==> config.mk <==
export PLATFORM = sky130hd
export DESIGN_NAME = connection_state_on_packet_unit
export DESIGN_NICKNAME = d
export VERILOG_FILES = /design/src/rtl/csp_pkg.sv /design/src/rtl/csp_decide.sv /design/src/rtl/csp_conn_regs.sv /design/src/rtl/connection_state_on_packet_unit.sv
export SDC_FILE = /design/constraint.sdc
export NUM_CORES = 1
export LEC_CHECK = 0
export ABC_AREA = 1
export BUFFER_PORTS_ARGS = -buffer_cell sky130_fd_sc_hd__buf_2
export CORE_MARGIN = 2
export CORE_UTILIZATION = 56
export CTS_CLUSTER_SIZE = 16
export DETAILED_ROUTE_END_ITERATION = 8
export PLACE_DENSITY = 0.74
export SETUP_SLACK_MARGIN = 0.4
export SYNTH_ARGS = -nofsm -noshare
export SYNTH_HDL_FRONTEND = slang
export SYNTH_SLANG_ARGS = --single-unit
export TNS_END_PERCENT = 20
==> constraint.sdc <==
create_clock -name clk -period 4.3 [get_ports clk]
set_clock_uncertainty 0.05 [all_clocks]
set_input_delay 0 -clock clk [delete_from_list [all_inputs] [get_ports clk]]
set_output_delay 0 -clock clk [all_outputs]
set_load 0.02 [all_outputs]
==> src/rtl/csp_pkg.sv <==
package csp_pkg;

	localparam int AddrW         = 32;
	localparam int CidW          = 16;
	localparam int CfgW          = 32;
	localparam int CfgIdxW       = 3;
	localparam int CID_WIDTH_DEF = 16;

	typedef enum logic [2:0] {
		ST_CLOSED  = 3'd0,
		ST_LISTEN  = 3'd1,
		ST_WAITING = 3'd2,
		ST_ESTAB   = 3'd3,
		ST_DISCONN = 3'd4
	} state_t;

	typedef enum logic [2:0] {
		K_DATA = 3'd0,
		K_REQ  = 3'd1,
		K_ACC  = 3'd2,
		K_ACK  = 3'd3,
		K_FIN  = 3'd4
	} kind_t;

	typedef enum logic [1:0] {
		V_DROP  = 2'd0,
		V_DONE  = 2'd1,
		V_OWN   = 2'd2,
		V_ENDED = 2'd3
	} verdict_t;

	typedef enum logic [CfgIdxW-1:0] {
		R_LOCAL_ADDR  = 3'd0,
		R_LOCAL_CID   = 3'd1,
		R_OPEN_MODE   = 3'd2,
		R_PRESET_ADDR = 3'd3,
		R_PRESET_CID  = 3'd4
	} reg_idx_t;

	// open_mode codes
	localparam logic [1:0] OM_CLOSED  = 2'd0;
	localparam logic [1:0] OM_LISTEN  = 2'd1;
	localparam logic [1:0] OM_WAITING = 2'd2;

	typedef struct packed {
		logic [4:0]      pad;
		logic            sink_closed;
		logic [CidW-1:0] dst_cid;
		logic [CidW-1:0] src_cid;
		logic [AddrW-1:0] dst_addr;
		logic [AddrW-1:0] src_addr;
		logic            checksum_ok;
		logic            header_ok;
	} in_word_t;

	typedef struct packed {
		logic     pad;
		state_t   conn_state;
		logic     with_conn_info;
		logic     forward_payload;
		verdict_t verdict;
	} res_t;

	typedef struct packed {
		state_t           state;
		logic [AddrW-1:0] local_addr;
		logic [CidW-1:0]  local_cid;
		logic [AddrW-1:0] peer_addr;
		logic [CidW-1:0]  peer_cid;
	} conn_t;

	typedef struct packed {
		logic   set_state;
		state_t next_state;
		logic   learn;
		logic   clear;
	} upd_t;

endpackage

==> src/rtl/csp_decide.sv <==
module csp_decide import csp_pkg::*; #(
	parameter int CID_WIDTH = CID_WIDTH_DEF
) (
	input  in_word_t item,
	input  logic [2:0] kind_raw,
	input  conn_t    conn,
	output res_t     res,
	output upd_t     upd
);

	localparam int CmpW = (CID_WIDTH < CidW) ? CID_WIDTH : CidW;

	kind_t kind;
	logic  scid_l, dcid_l, scid_p, src_l, dst_l, src_p;
	logic  own, own_fin, peer_match;
	state_t nxt;

	assign kind   = (kind_raw > K_FIN) ? K_DATA : kind_t'(kind_raw);
	assign scid_l = item.src_cid[CmpW-1:0] == conn.local_cid[CmpW-1:0];
	assign dcid_l = item.dst_cid[CmpW-1:0] == conn.local_cid[CmpW-1:0];
	assign scid_p = item.src_cid[CmpW-1:0] == conn.peer_cid[CmpW-1:0];
	assign src_l  = item.src_addr == conn.local_addr;
	assign dst_l  = item.dst_addr == conn.local_addr;
	assign src_p  = item.src_addr == conn.peer_addr;

	assign own        = (item.src_addr != item.dst_addr) && src_l && scid_l && (kind != K_FIN);
	assign own_fin    = src_l && scid_l && (kind == K_FIN);
	assign peer_match = src_p && dst_l && scid_p && dcid_l;

	always_comb begin
		res     = '0;
		upd     = '0;
		upd.next_state = conn.state;
		if (!item.header_ok || !item.checksum_ok) begin
			res.verdict = V_DROP;
		end else if (own) begin
			res.verdict = V_OWN;
		end else begin
			case (conn.state)
				ST_ESTAB: begin
					if (kind == K_REQ || kind == K_ACC) begin
						res.verdict = V_DROP;
					end else if (own_fin) begin
						upd.set_state  = 1'b1;
						upd.next_state = ST_DISCONN;
					end else if (peer_match) begin
						res.forward_payload = 1'b1;
						upd.clear   = item.sink_closed || (kind == K_FIN);
						res.verdict = (kind == K_FIN) ? V_ENDED : V_DONE;
					end
				end
				ST_LISTEN: begin
					if (kind == K_REQ && dst_l && dcid_l) begin
						upd.learn          = 1'b1;
						upd.set_state      = 1'b1;
						upd.next_state     = ST_ESTAB;
						res.forward_payload = 1'b1;
						res.with_conn_info  = 1'b1;
						res.verdict        = V_DONE;
					end
				end
				ST_WAITING: begin
					if (kind == K_ACC && peer_match) begin
						upd.set_state      = 1'b1;
						upd.next_state     = ST_ESTAB;
						res.forward_payload = 1'b1;
						res.verdict        = V_DONE;
					end
				end
				ST_DISCONN: begin
					if (kind == K_ACK && peer_match) begin
						upd.clear          = 1'b1;
						res.forward_payload = 1'b1;
						res.verdict        = V_ENDED;
					end
				end
				default: begin
					res.verdict = V_DROP;
				end
			endcase
		end
		nxt = upd.clear ? ST_CLOSED : upd.next_state;
		res.conn_state = nxt;
	end

endmodule

==> src/rtl/csp_conn_regs.sv <==
module csp_conn_regs import csp_pkg::*; (
	input  logic                clk,
	input  logic                arst_n,
	input  logic                cfg_we,
	input  logic [CfgIdxW-1:0]  cfg_index,
	input  logic [CfgW-1:0]     cfg_data,
	input  logic                step,
	input  upd_t                upd,
	input  logic [AddrW-1:0]    learn_addr,
	input  logic [CidW-1:0]     learn_cid,
	output conn_t               conn
);

	state_t           state_q;
	logic [AddrW-1:0] local_addr_q, peer_addr_q;
	logic [CidW-1:0]  local_cid_q, peer_cid_q;

	always_ff @(posedge clk or negedge arst_n) begin
		if (!arst_n) begin
			state_q      <= ST_CLOSED;
			local_addr_q <= '0;
			local_cid_q  <= '0;
			peer_addr_q  <= '0;
			peer_cid_q   <= '0;
		end else if (cfg_we) begin
			case (reg_idx_t'(cfg_index))
				R_LOCAL_ADDR:  local_addr_q <= cfg_data[AddrW-1:0];
				R_LOCAL_CID:   local_cid_q  <= cfg_data[CidW-1:0];
				R_OPEN_MODE: begin
					case (cfg_data[1:0])
						OM_LISTEN:  state_q <= ST_LISTEN;
						OM_WAITING: state_q <= ST_WAITING;
						default:    state_q <= ST_CLOSED;
					endcase
				end
				R_PRESET_ADDR: peer_addr_q  <= cfg_data[AddrW-1:0];
				R_PRESET_CID:  peer_cid_q   <= cfg_data[CidW-1:0];
				default: ;
			endcase
		end else if (step) begin
			if (upd.clear) begin
				state_q      <= ST_CLOSED;
				local_addr_q <= '0;
				local_cid_q  <= '0;
				peer_addr_q  <= '0;
				peer_cid_q   <= '0;
			end else begin
				if (upd.set_state)
					state_q <= upd.next_state;
				if (upd.learn) begin
					peer_addr_q <= learn_addr;
					peer_cid_q  <= learn_cid;
				end
			end
		end
	end

	assign conn.state      = state_q;
	assign conn.local_addr = local_addr_q;
	assign conn.local_cid  = local_cid_q;
	assign conn.peer_addr  = peer_addr_q;
	assign conn.peer_cid   = peer_cid_q;

endmodule

==> src/rtl/connection_state_on_packet_unit.sv <==
// Per-connection packet decision unit. Each input word is one parsed header;
// each output word is its verdict, forward/info flags and the connection
// state after the header. Registers: input, result. One header is taken
// every cycle unless the output stalls; the state update is done in the
// same cycle a header moves into the result register, so consecutive
// headers see each other's effect. Configuration writes are meant for idle
// periods; an open_mode write sets the state, preset writes load the peer.
module connection_state_on_packet_unit import csp_pkg::*; #(
	parameter int CID_WIDTH = CID_WIDTH_DEF
) (
	input  logic               clk,
	input  logic               arst_n,
	input  logic               s_tvalid,
	output logic               s_tready,
	// header_ok, checksum_ok, src_addr, dst_addr, src_cid, dst_cid, sink_closed
	input  logic [103:0]       s_tdata,
	// pkt_kind
	input  logic [2:0]         s_tuser,
	output logic               m_tvalid,
	input  logic               m_tready,
	// verdict, forward_payload, with_conn_info, conn_state
	output logic [7:0]         m_tdata,
	input  logic               cfg_we,
	input  logic [CfgIdxW-1:0] cfg_index,
	input  logic [CfgW-1:0]    cfg_data
);

	in_word_t   item_s1;
	logic [2:0] kind_s1;
	logic       valid_s1;
	res_t       res_q;
	logic       valid_q;

	res_t  res;
	upd_t  upd;
	conn_t conn;
	logic  out_free, step;

	assign out_free = !valid_q || m_tready;
	assign step     = valid_s1 && out_free;
	assign s_tready = !valid_s1 || out_free;

	always_ff @(posedge clk or negedge arst_n) begin
		if (!arst_n) begin
			valid_s1 <= 1'b0;
			valid_q  <= 1'b0;
		end else begin
			if (s_tready)
				valid_s1 <= s_tvalid;
			if (out_free)
				valid_q <= valid_s1;
		end
	end

	always_ff @(posedge clk) begin
		if (s_tvalid && s_tready) begin
			item_s1 <= in_word_t'(s_tdata);
			kind_s1 <= s_tuser;
		end
		if (step)
			res_q <= res;
	end

	csp_decide #(.CID_WIDTH(CID_WIDTH)) u_decide (
		.item     (item_s1),
		.kind_raw (kind_s1),
		.conn     (conn),
		.res      (res),
		.upd      (upd)
	);

	csp_conn_regs u_regs (
		.clk        (clk),
		.arst_n     (arst_n),
		.cfg_we     (cfg_we),
		.cfg_index  (cfg_index),
		.cfg_data   (cfg_data),
		.step       (step),
		.upd        (upd),
		.learn_addr (item_s1.src_addr),
		.learn_cid  (item_s1.src_cid),
		.conn       (conn)
	);

	assign m_tvalid = valid_q;
	assign m_tdata  = res_q;

endmodule
==> results of run 1 <==
==> per-stage QoR <==
step                      worst slack (ns)  utilization (%)  hold WS, ns
after global placement               1.361            61.73       0.1262
after detailed placement             1.317            61.73       0.1281
after global routing                0.8493            72.95       0.1363
after floorplan                     0.9780                -      -0.3456
final                                1.231            72.95       0.1025
after CTS                            1.289            72.95       0.1032
==> power groups by stage <==
stage / combinational (mW) / clock (mW) / sequential, mW
2_1_floorplan: 0.920 / 0 / 2.75
3_3_place_gp: 1.17 / 0 / 2.81
3_5_place_dp: 1.22 / 0 / 2.81
4_1_cts: 1.33 / 2.18 / 2.79
5_1_grt: 1.54 / 2.26 / 2.84
6_report: 1.35 / 2.17 / 2.80
==> final cells by class <==
cell class,instances,area [sq um]
Sequential cell,209,5771
Timing Repair Buffer,301,2242
Fill cell,1480,5473
Clock inverter,8,112.6
Multi-Input combinational cell,1108,4842
Clock buffer,36,737.0
Inverter,191,719.4
Tap cell,270,337.8
==> synthesized netlist by cell type, drive strengths merged <==
master | count | area (sq um)
nand3 | 87 | 465.4
nor2 | 122 | 473.0
or2 | 2 | 12.51
conb | 1 | 3.750
xnor2 | 70 | 613.1
buf | 23 | 132.6
xor2 | 21 | 183.9
nand4 | 9 | 56.30
nor3 | 2 | 10.01
dfrtp | 101 | 2527
edfxtp | 108 | 3243
o41ai | 1 | 8.760
nor4 | 1 | 6.260
a21oi | 1 | 5.000
nand2 | 782 | 2958
o21ai | 8 | 40.04
clkbuf | 14 | 52.55
clkinv | 2 | 7.510
inv | 189 | 709.4
a31oi | 1 | 6.260
==> how the worst max path moves through the flow <==
stage / endpoint / cells past startpoint
2_1_floorplan: item_s1[0] / 3
5_1_grt: u_regs.local_addr_q[14] / 18
3_5_place_dp: u_regs.local_addr_q[31] / 16
4_1_cts: u_regs.local_addr_q[12] / 18
3_3_place_gp: u_regs.local_addr_q[15] / 17
6_report: u_regs.local_addr_q[12] / 18
==> layer usage <==
layer	share of wire, %	global-route usage (%)	up-vias
li1	-	-	5268
met1	43	41.01	4865
met5	0	0	-
met2	46	50.28	465
met3	7.2	4.105	82
met4	3.1	9.231	0
==> state kept, by name, indices dropped and copies added, names as in the netlist <==
name / flops
item_s1: 99
kind_s1: 3
m_tdata: 6
m_tvalid: 1
valid_s1: 1
u_regs.state_q: 3
u_regs.peer_cid_q: 16
u_regs.peer_addr_q: 32
u_regs.local_cid_q: 16
u_regs.local_addr_q: 32
==> timing repair <==
item | CTS | global route
endpoints found under the hold margin | 270 | 0
buffers inserted | 0 | 0
hold buffers | 142 | 0
==> cell families after synthesis <==
group / synth area share, %
AND/OR/NAND/NOR: 34.58
buffers and inverters: 7.834
flip-flops: 50.11
XOR/XNOR: 6.922
AO/OA/AOI/OAI: 0.5216
other: 0.03257
==> results.toml, run 1 <==
[synth]
syn_avg_cell_area_sq_um = 7.453
synth_nets = 1692
syn_area_sq_um = 11510
ys_types = 30
yosys_warnings = 0
synth_seq_cells = 209
ys_seq_area_share_pct = 50.11
syn_inst = 1545

[power_and_ir_drop]
p_int_mw = 4.418
power_frac_seq_pct = 44.3
p_per_area_nw_per_um2 = 427.3
clockPowerShare_pct = 34.4
pwr-share-comb_pct = 21.3
switchingPower_mw = 1.890
peakVddDrop_mv = 0.3282
switching_share_pct = 29.97
finalPower_mw = 6.308
leakagePower_nw = 7.620

[placement]
dp_hpwl_um = 19740
dp_cells = 1937
io_buffers = 150
postPlaceCellArea_sq_um = 12490
gp_congestion = 0.8750

[sta]
slew_violations = 0
fin_crit_sh_pct = 71.36
layout_min_cycle_time_ns = 3.069
finalSetupTns_ns = 0
max_freq_mhz = 325.9
setup_viol = 0
tightest_slew_ns = 1.321
slew_headroom_pct = 11.83
rsz0062_at_grt = "no"
hold_viol = 0

[drt]
ant_nets = 0
postRouteWirelength_um = 32380
vias = 10680
avgViaCountPerCell = 5.031
drtIter0Drc = 911
post_drt_wl_per_cell_um = 15.25
drc = 0
drt_pass1_iterations = 6

[status]
status = "complete, no violations"

[worst_setup_path]
cp_data_arrival_time_ns = 3.41
critPathMaxStageDelay_ns = 0.40
cp_max_fo = 21
crit_start = "u_regs.local_cid_q[4]"
cpMostUsedCell = "nand2_1"
r2r_end = "u_regs.local_addr_q[12]"
path_class = "reg -> reg"
critPathCaptureType = "flip-flop"
cp_slowest_cell = "dfrtp_1"
worstPathRequired_ns = 4.65
r2r-start = "u_regs.local_cid_q[4]"
startpoint_type = "flip-flop"
r2r_slack_ns = 1.23
critPathBufInv = 3
rr_worst_depth = 18
path_cells = "inv_1 > nand2_1 > nand2_1 > nor2_1 > nand2_1 > inv_1 > nand2_1 > nor2_1 > nand2_1 > nor2_1 > nand3_1 > nand3_2 > nand4_1 > nand2_1 > nand2_1 > buf_4 > nand2_1 > nand2_1"
cp_top_family = "simple AND/OR/NAND/NOR gates"

[floorplan]
dieArea_sq_um = 21730
core-area_sq_um = 20230
fp.dieW_um = 147.4
start_util_pct = 56.91
num_io_pins = 157
die_h_um = 147.4
num_rows = 52

[global_routing]
grt_pass1_vias = 10460
grt_pass1_wl_um = 51610
antenna_found_initial = 0
grt_max_degree = 69
grt_overflow = 0
globalRouteTotalUtil_pct = 30.00

[clock_tree]
clk-insertion-delay-late_ns = 0.52
cts_buffers = 24
cts_tree = "built"
cts_buffer_depth = 3
cts.clk_slew.worst_paths_ns = 0.06
cts.sinks = 209
clockRootBuffer = "clkbuf_16"
post_cts_resized = 0
h-tree-depth = 1

[cells_and_area]
drive_above_1_share_pct = 13.06
area_delta_synth_final_pct = 28.20
finalInstanceArea_sq_um = 14760
fin_nets = 1982
final_common_cell = "nand2_1"
stdcell_count = 2123
final_cell_mix = "nand2_1 (777), inv_1 (157), buf_2 (149)"
insertedDiodeCount = 0

[hold_path]
hold_class = "in -> async"

[job]
max-cap-violations = 0
(Power assumes the default switching activity.)
==> inputs of run 2 (changes only) <==
- CORE_UTILIZATION: 56 -> 53
- PLACE_DENSITY: 0.74 -> 0.73
- clock period: 4.3 -> 2.8 ns (I/O delays scaled with it)
==> results.toml, run 2 (synthesized netlist as in run 1, its figures left out) <==
[global_routing]
globalRouteTotalUtil_pct = 29.54
antenna_found_initial = 0
grt_overflow = 0
grt_max_degree = 52
grt_pass1_wl_um = 52350
grt_pass1_vias = 10620

[clock_tree]
clockRootBuffer = "clkbuf_16"
cts.sinks = 209
cts_buffers = 24
h-tree-depth = 1
clk-insertion-delay-late_ns = 0.53
cts_tree = "built"
cts_buffer_depth = 3
cts.clk_slew.worst_paths_ns = 0.06

[cells_and_area]
largest_reg_flops = 99
final_cell_mix = "nand2_1 (772), inv_1 (156), buf_2 (149)"
fill_cells = 1591
fin_util_pct = 72.18
final_common_cell = "nand2_1"
insertedDiodeCount = 0
largest_register = "item_s1"
fin_nets = 2024
largestRegisters = "item_s1: 99 flops, u_regs.local_addr_q: 32 flops, u_regs.peer_addr_q: 32 flops"
drive_above_1_share_pct = 16.73
area_delta_synth_final_pct = 32.61

[status]
status = "complete, no violations"

[sta]
hold_viol = 0
finalSetupTns_ns = 0
fin_crit_sh_pct = 90.66
rsz0062_at_grt = "yes"
slew_headroom_pct = 49.14
layout_min_cycle_time_ns = 2.538
finalWorstSetupSlack_ns = 0.2615
max_freq_mhz = 393.9
tightest_slew_ns = 0.7629
setup_viol = 0
slew_violations = 0

[floorplan]
num_rows = 53
start_util_pct = 54.43
num_io_pins = 157
fp.dieW_um = 151.4
die_h_um = 151.4
dieArea_sq_um = 22920
core-area_sq_um = 21150

[hold_path]
hold_class = "in -> async"

[placement]
place_ws_ns = 0.1363
io_buffers = 150
gp_congestion = 0.8911
dp_hpwl_um = 21370

[drt]
postRouteWirelength_um = 33130
avgViaCountPerCell = 4.997
vias = 10840
post_drt_wl_per_cell_um = 15.27
ant_nets = 0
drtIter0Drc = 856
drc = 0
drt_pass1_iterations = 5

[power_and_ir_drop]
leakagePower_nw = 7.834
p_per_area_nw_per_um2 = 633.8
peakVddDrop_mv = 0.5831

[worst_setup_path]
path_class = "reg -> reg"
cp_max_fo = 18
cp_slowest_cell = "edfxtp_1"
startpoint_type = "flip-flop"
cp_data_arrival_time_ns = 2.89
path_cells = "xnor2_1 > nand2_1 > nor2_1 > nand2_1 > nor2_2 > nand2_2 > nor2_4 > nand2_2 > nand2_2 > nor2_4 > nand3_4 > nand3_4 > nand2_8 > inv_6 > buf_12 > nand2_1 > nand2_1"
worstPathRequired_ns = 3.16
critPathCaptureType = "flip-flop"
cpMostUsedCell = "nand2_1"
critPathMaxStageDelay_ns = 0.48

[job]
max-cap-violations = 0
-- run 2: changes by cell type in the layout (fill, tap and decap cells not counted), sizes merged --
cell,before,now
clkinv,8,11
inv,188,187
clkbuf,36,34
buf,159,201
clkinvlp,0,1
bufinv,3,2
-- run 2: layer usage --
layer,wire [um],vias up,share of wire [%],GRT usage (%)
met5,0,-,0,0
met1,14070,4945,42,39.20
met2,15460,447,47,50.05
li1,-,5362,-,-
met4,1204,0,3.6,9.860
met3,2397,89,7.2,4.096
-- run 2: what timing repair did --
action,CTS,global route
pin swaps,3,13
endpoints found under the hold margin,251,0
setup endpoints to repair,102,103
gates resized for setup,16,30
setup buffers,18,12
hold buffers,142,0
-- run 2: final timing paths --
path                                              from                      to  slack [ns]  depth (start not counted)
min in group clk                                cfg_we       u_regs.state_q[1]        0.08                          6
worst min register to register  u_regs.peer_addr_q[29]  u_regs.peer_addr_q[29]        0.45                          2
max in group asynchronous                       arst_n   u_regs.peer_cid_q[15]        1.94                          3
worst min-delay path                            arst_n                valid_s1        0.03                          2
worst max-delay path                       item_s1[30]   u_regs.peer_addr_q[2]        0.26                         17
worst max register to register             item_s1[30]   u_regs.peer_addr_q[2]        0.26                         17
-- run 2: critical path: cells and delay by family (launching register included) --
family                    cells  cell delay (ns)
and+or+nand+nor              14             1.45
DFF                           1             0.48
xor gates and xnor gates      1             0.24
buffers and inverters         2             0.20
-- run 2: cell type report --
class,count,area [sq um],share of cell area (%)
multi-input cells,1108,4974,32.57
inverters,191,728.2,4.769
repair buffers,343,2650,17.36
well taps,275,344.1,2.253
clock buffers,34,699.4,4.580
flip-flops and latches,209,5773,37.81
clock inverters,10,101.3,0.6637
-- run 2: power by group --
group          total (mW)  internal [mW]  switching [mW]
registers            4.30           3.77           0.527
clock network        3.19           1.92            1.27
logic                2.19           1.00            1.19
total                9.68           6.69            2.99
-- run 2: through the flow --
step | area, sq um | hold WS, ns | power, mW | instances
final | 15270 | 0.02901 | 9.678 | 2170
after global routing | 15270 | 0.08474 | 10.21 | 2170
after CTS | 15090 | 0.04568 | 9.602 | 2158
after detailed placement | 12670 | 0.05288 | 6.239 | 1954
after global placement | 12670 | 0.04989 | 6.158 | 1954
after floorplan | 11540 | -0.3456 | 5.641 | 1545
==> inputs of run 3 (changes only) <==
- GPL_TIMING_DRIVEN: not set -> 0
==> results.toml, run 3 (synthesized netlist as in run 1, its figures left out) <==
[status]
status = "complete, no violations"

[clock_tree]
cts_buffer_depth = 3
cts.clk_slew.worst_paths_ns = 0.06
cts_tree = "built"
cts.sinks = 209
h-tree-depth = 1
clockRootBuffer = "clkbuf_16"
cts_buffers = 24
clk-insertion-delay-late_ns = 0.53

[global_routing]
grt_overflow = 0
globalRouteTotalUtil_pct = 29.94
grt_pass1_vias = 10620
grt_max_degree = 57
antenna_found_initial = 0
grt_pass1_wl_um = 53350

[worst_setup_path]
cp_data_arrival_time_ns = 2.93
startpoint_type = "flip-flop"
path_class = "reg -> reg"
r2r-start = "u_regs.local_cid_q[5]"
crit_start = "u_regs.local_cid_q[5]"
worstPathRequired_ns = 3.15
rr_worst_depth = 18
cp_max_fo = 10
critPathCaptureType = "flip-flop"

[drt]
post_drt_wl_per_cell_um = 15.62
ant_nets = 0
postRouteWirelength_um = 34490
avgViaCountPerCell = 5.062
drc = 0
drtIter0Drc = 947
vias = 11180
drt_pass1_iterations = 6

[placement]
gp_congestion = 0.8872
io_buffers = 150
place_ws_ns = -0.04055
postPlaceCellArea_sq_um = 12700
dp_cells = 1973
dp_hpwl_um = 21930

[floorplan]
num_rows = 53
num_io_pins = 157
die_h_um = 151.4
start_util_pct = 54.43
core-area_sq_um = 21150
dieArea_sq_um = 22920
fp.dieW_um = 151.4

[sta]
setup_viol = 0
rsz0062_at_grt = "yes"
layout_min_cycle_time_ns = 2.578
hold_viol = 0
slew_headroom_pct = 52.80
holdWs_ns = 0.1289
finalWorstSetupSlack_ns = 0.2220
fin_crit_sh_pct = 92.07
max_freq_mhz = 387.9
tightest_slew_ns = 0.7080
finalSetupTns_ns = 0
slew_violations = 0

[hold_path]
min_from = "s_tdata[91]"
hold_class = "in -> reg"
whs_path_depth = 2

[cells_and_area]
fin_util_pct = 74.05
stdcell_count = 2209
largest_register = "item_s1"
area_delta_synth_final_pct = 36.04
largestRegisters = "item_s1: 99 flops, u_regs.local_addr_q: 32 flops, u_regs.peer_addr_q: 32 flops"
fin_nets = 2062
final_common_cell = "nand2_1"
finalInstanceArea_sq_um = 15670
largest_reg_flops = 99
drive_above_1_share_pct = 18.11
final_cell_mix = "nand2_1 (759), inv_1 (155), buf_2 (150)"

[power_and_ir_drop]
p_per_area_nw_per_um2 = 620.1
leakagePower_nw = 7.973
peakVddDrop_mv = 0.5767
finalPower_mw = 9.713

[job]
max-cap-violations = 0
## run 3: changes by cell type in the layout (fill, tap and decap cells not counted), sizes merged
cell         before  now
clkbuf           34   52
clkinv           11    8
inv             187  188
buf             201  216
bufinv            2    1
clkinvlp          1    3
dlygate4sd3     142  148
diode             0    1
## run 3: worst max-delay path, stage by stage, from the launching register on
cell and delay [ns]:
dfrtp_1 0.44, inv_2 0.06, nand2_1 0.08, nand2_1 0.10
nor2_4 0.16, nand2_2 0.07, nor2_1 0.12, nand2_2 0.11
nor2_2 0.13, nand2_2 0.07, nor2_4 0.11, nand3_2 0.10
nand2_2 0.10, nand4_1 0.13, nand2_2 0.17, nand2_8 0.12
buf_8 0.18, nand2_1 0.08, nand2_1 0.07
## run 3: power breakdown
| part | internal [mW] | leakage (nW) | switching (mW) |
|---|---|---|---|
| Clock | 1.86 | 0.380 | 1.30 |
| Combinational | 1.04 | 5.28 | 1.24 |
| Sequential | 3.77 | 2.31 | 0.515 |
| Total | 6.67 | 7.97 | 3.05 |
## run 3: what timing repair did
| action | in CTS | in global routing |
|---|---|---|
| setup endpoints to repair | 102 | 103 |
| hold buffers | 148 | 0 |
| gates cloned | 0 | 2 |
| gates resized for setup | 55 | 47 |
| hold endpoints to repair | 314 | 0 |
| pin swaps | 13 | 28 |
| setup buffers | 19 | 22 |
## run 3: routing by layer
| metal | up-vias | wire, um | track usage [%] |
|---|---|---|---|
| met1 | 5168 | 13990 | 38.94 |
| met5 | - | 0 | 0 |
| met4 | 0 | 1031 | 8.505 |
| met2 | 489 | 16650 | 51.52 |
| met3 | 77 | 2823 | 5.271 |
| li1 | 5448 | - | - |
## run 3: worst paths after layout
kind / slack (ns) / end
max: 0.22 / u_regs.local_addr_q[18]
max in group asynchronous: 1.05 / u_regs.local_cid_q[13]
max reg2reg: 0.22 / u_regs.local_addr_q[18]
min in group asynchronous: 0.51 / m_tvalid
min reg2reg: 0.45 / u_regs.peer_cid_q[11]
min: 0.13 / item_s1[91]
## run 3: final cells by class
cell class                 instances  area, sq um
clock buffer                      35        714.4
buffer                            37        297.8
sequential                       209         5774
timing repair buffer             344         2676
multi-input combinational       1108         5049
fill                            1502         5489
inverter                         191        735.7
clock inverter                     9        71.32
antenna                            1        2.502
tap                              275        344.1
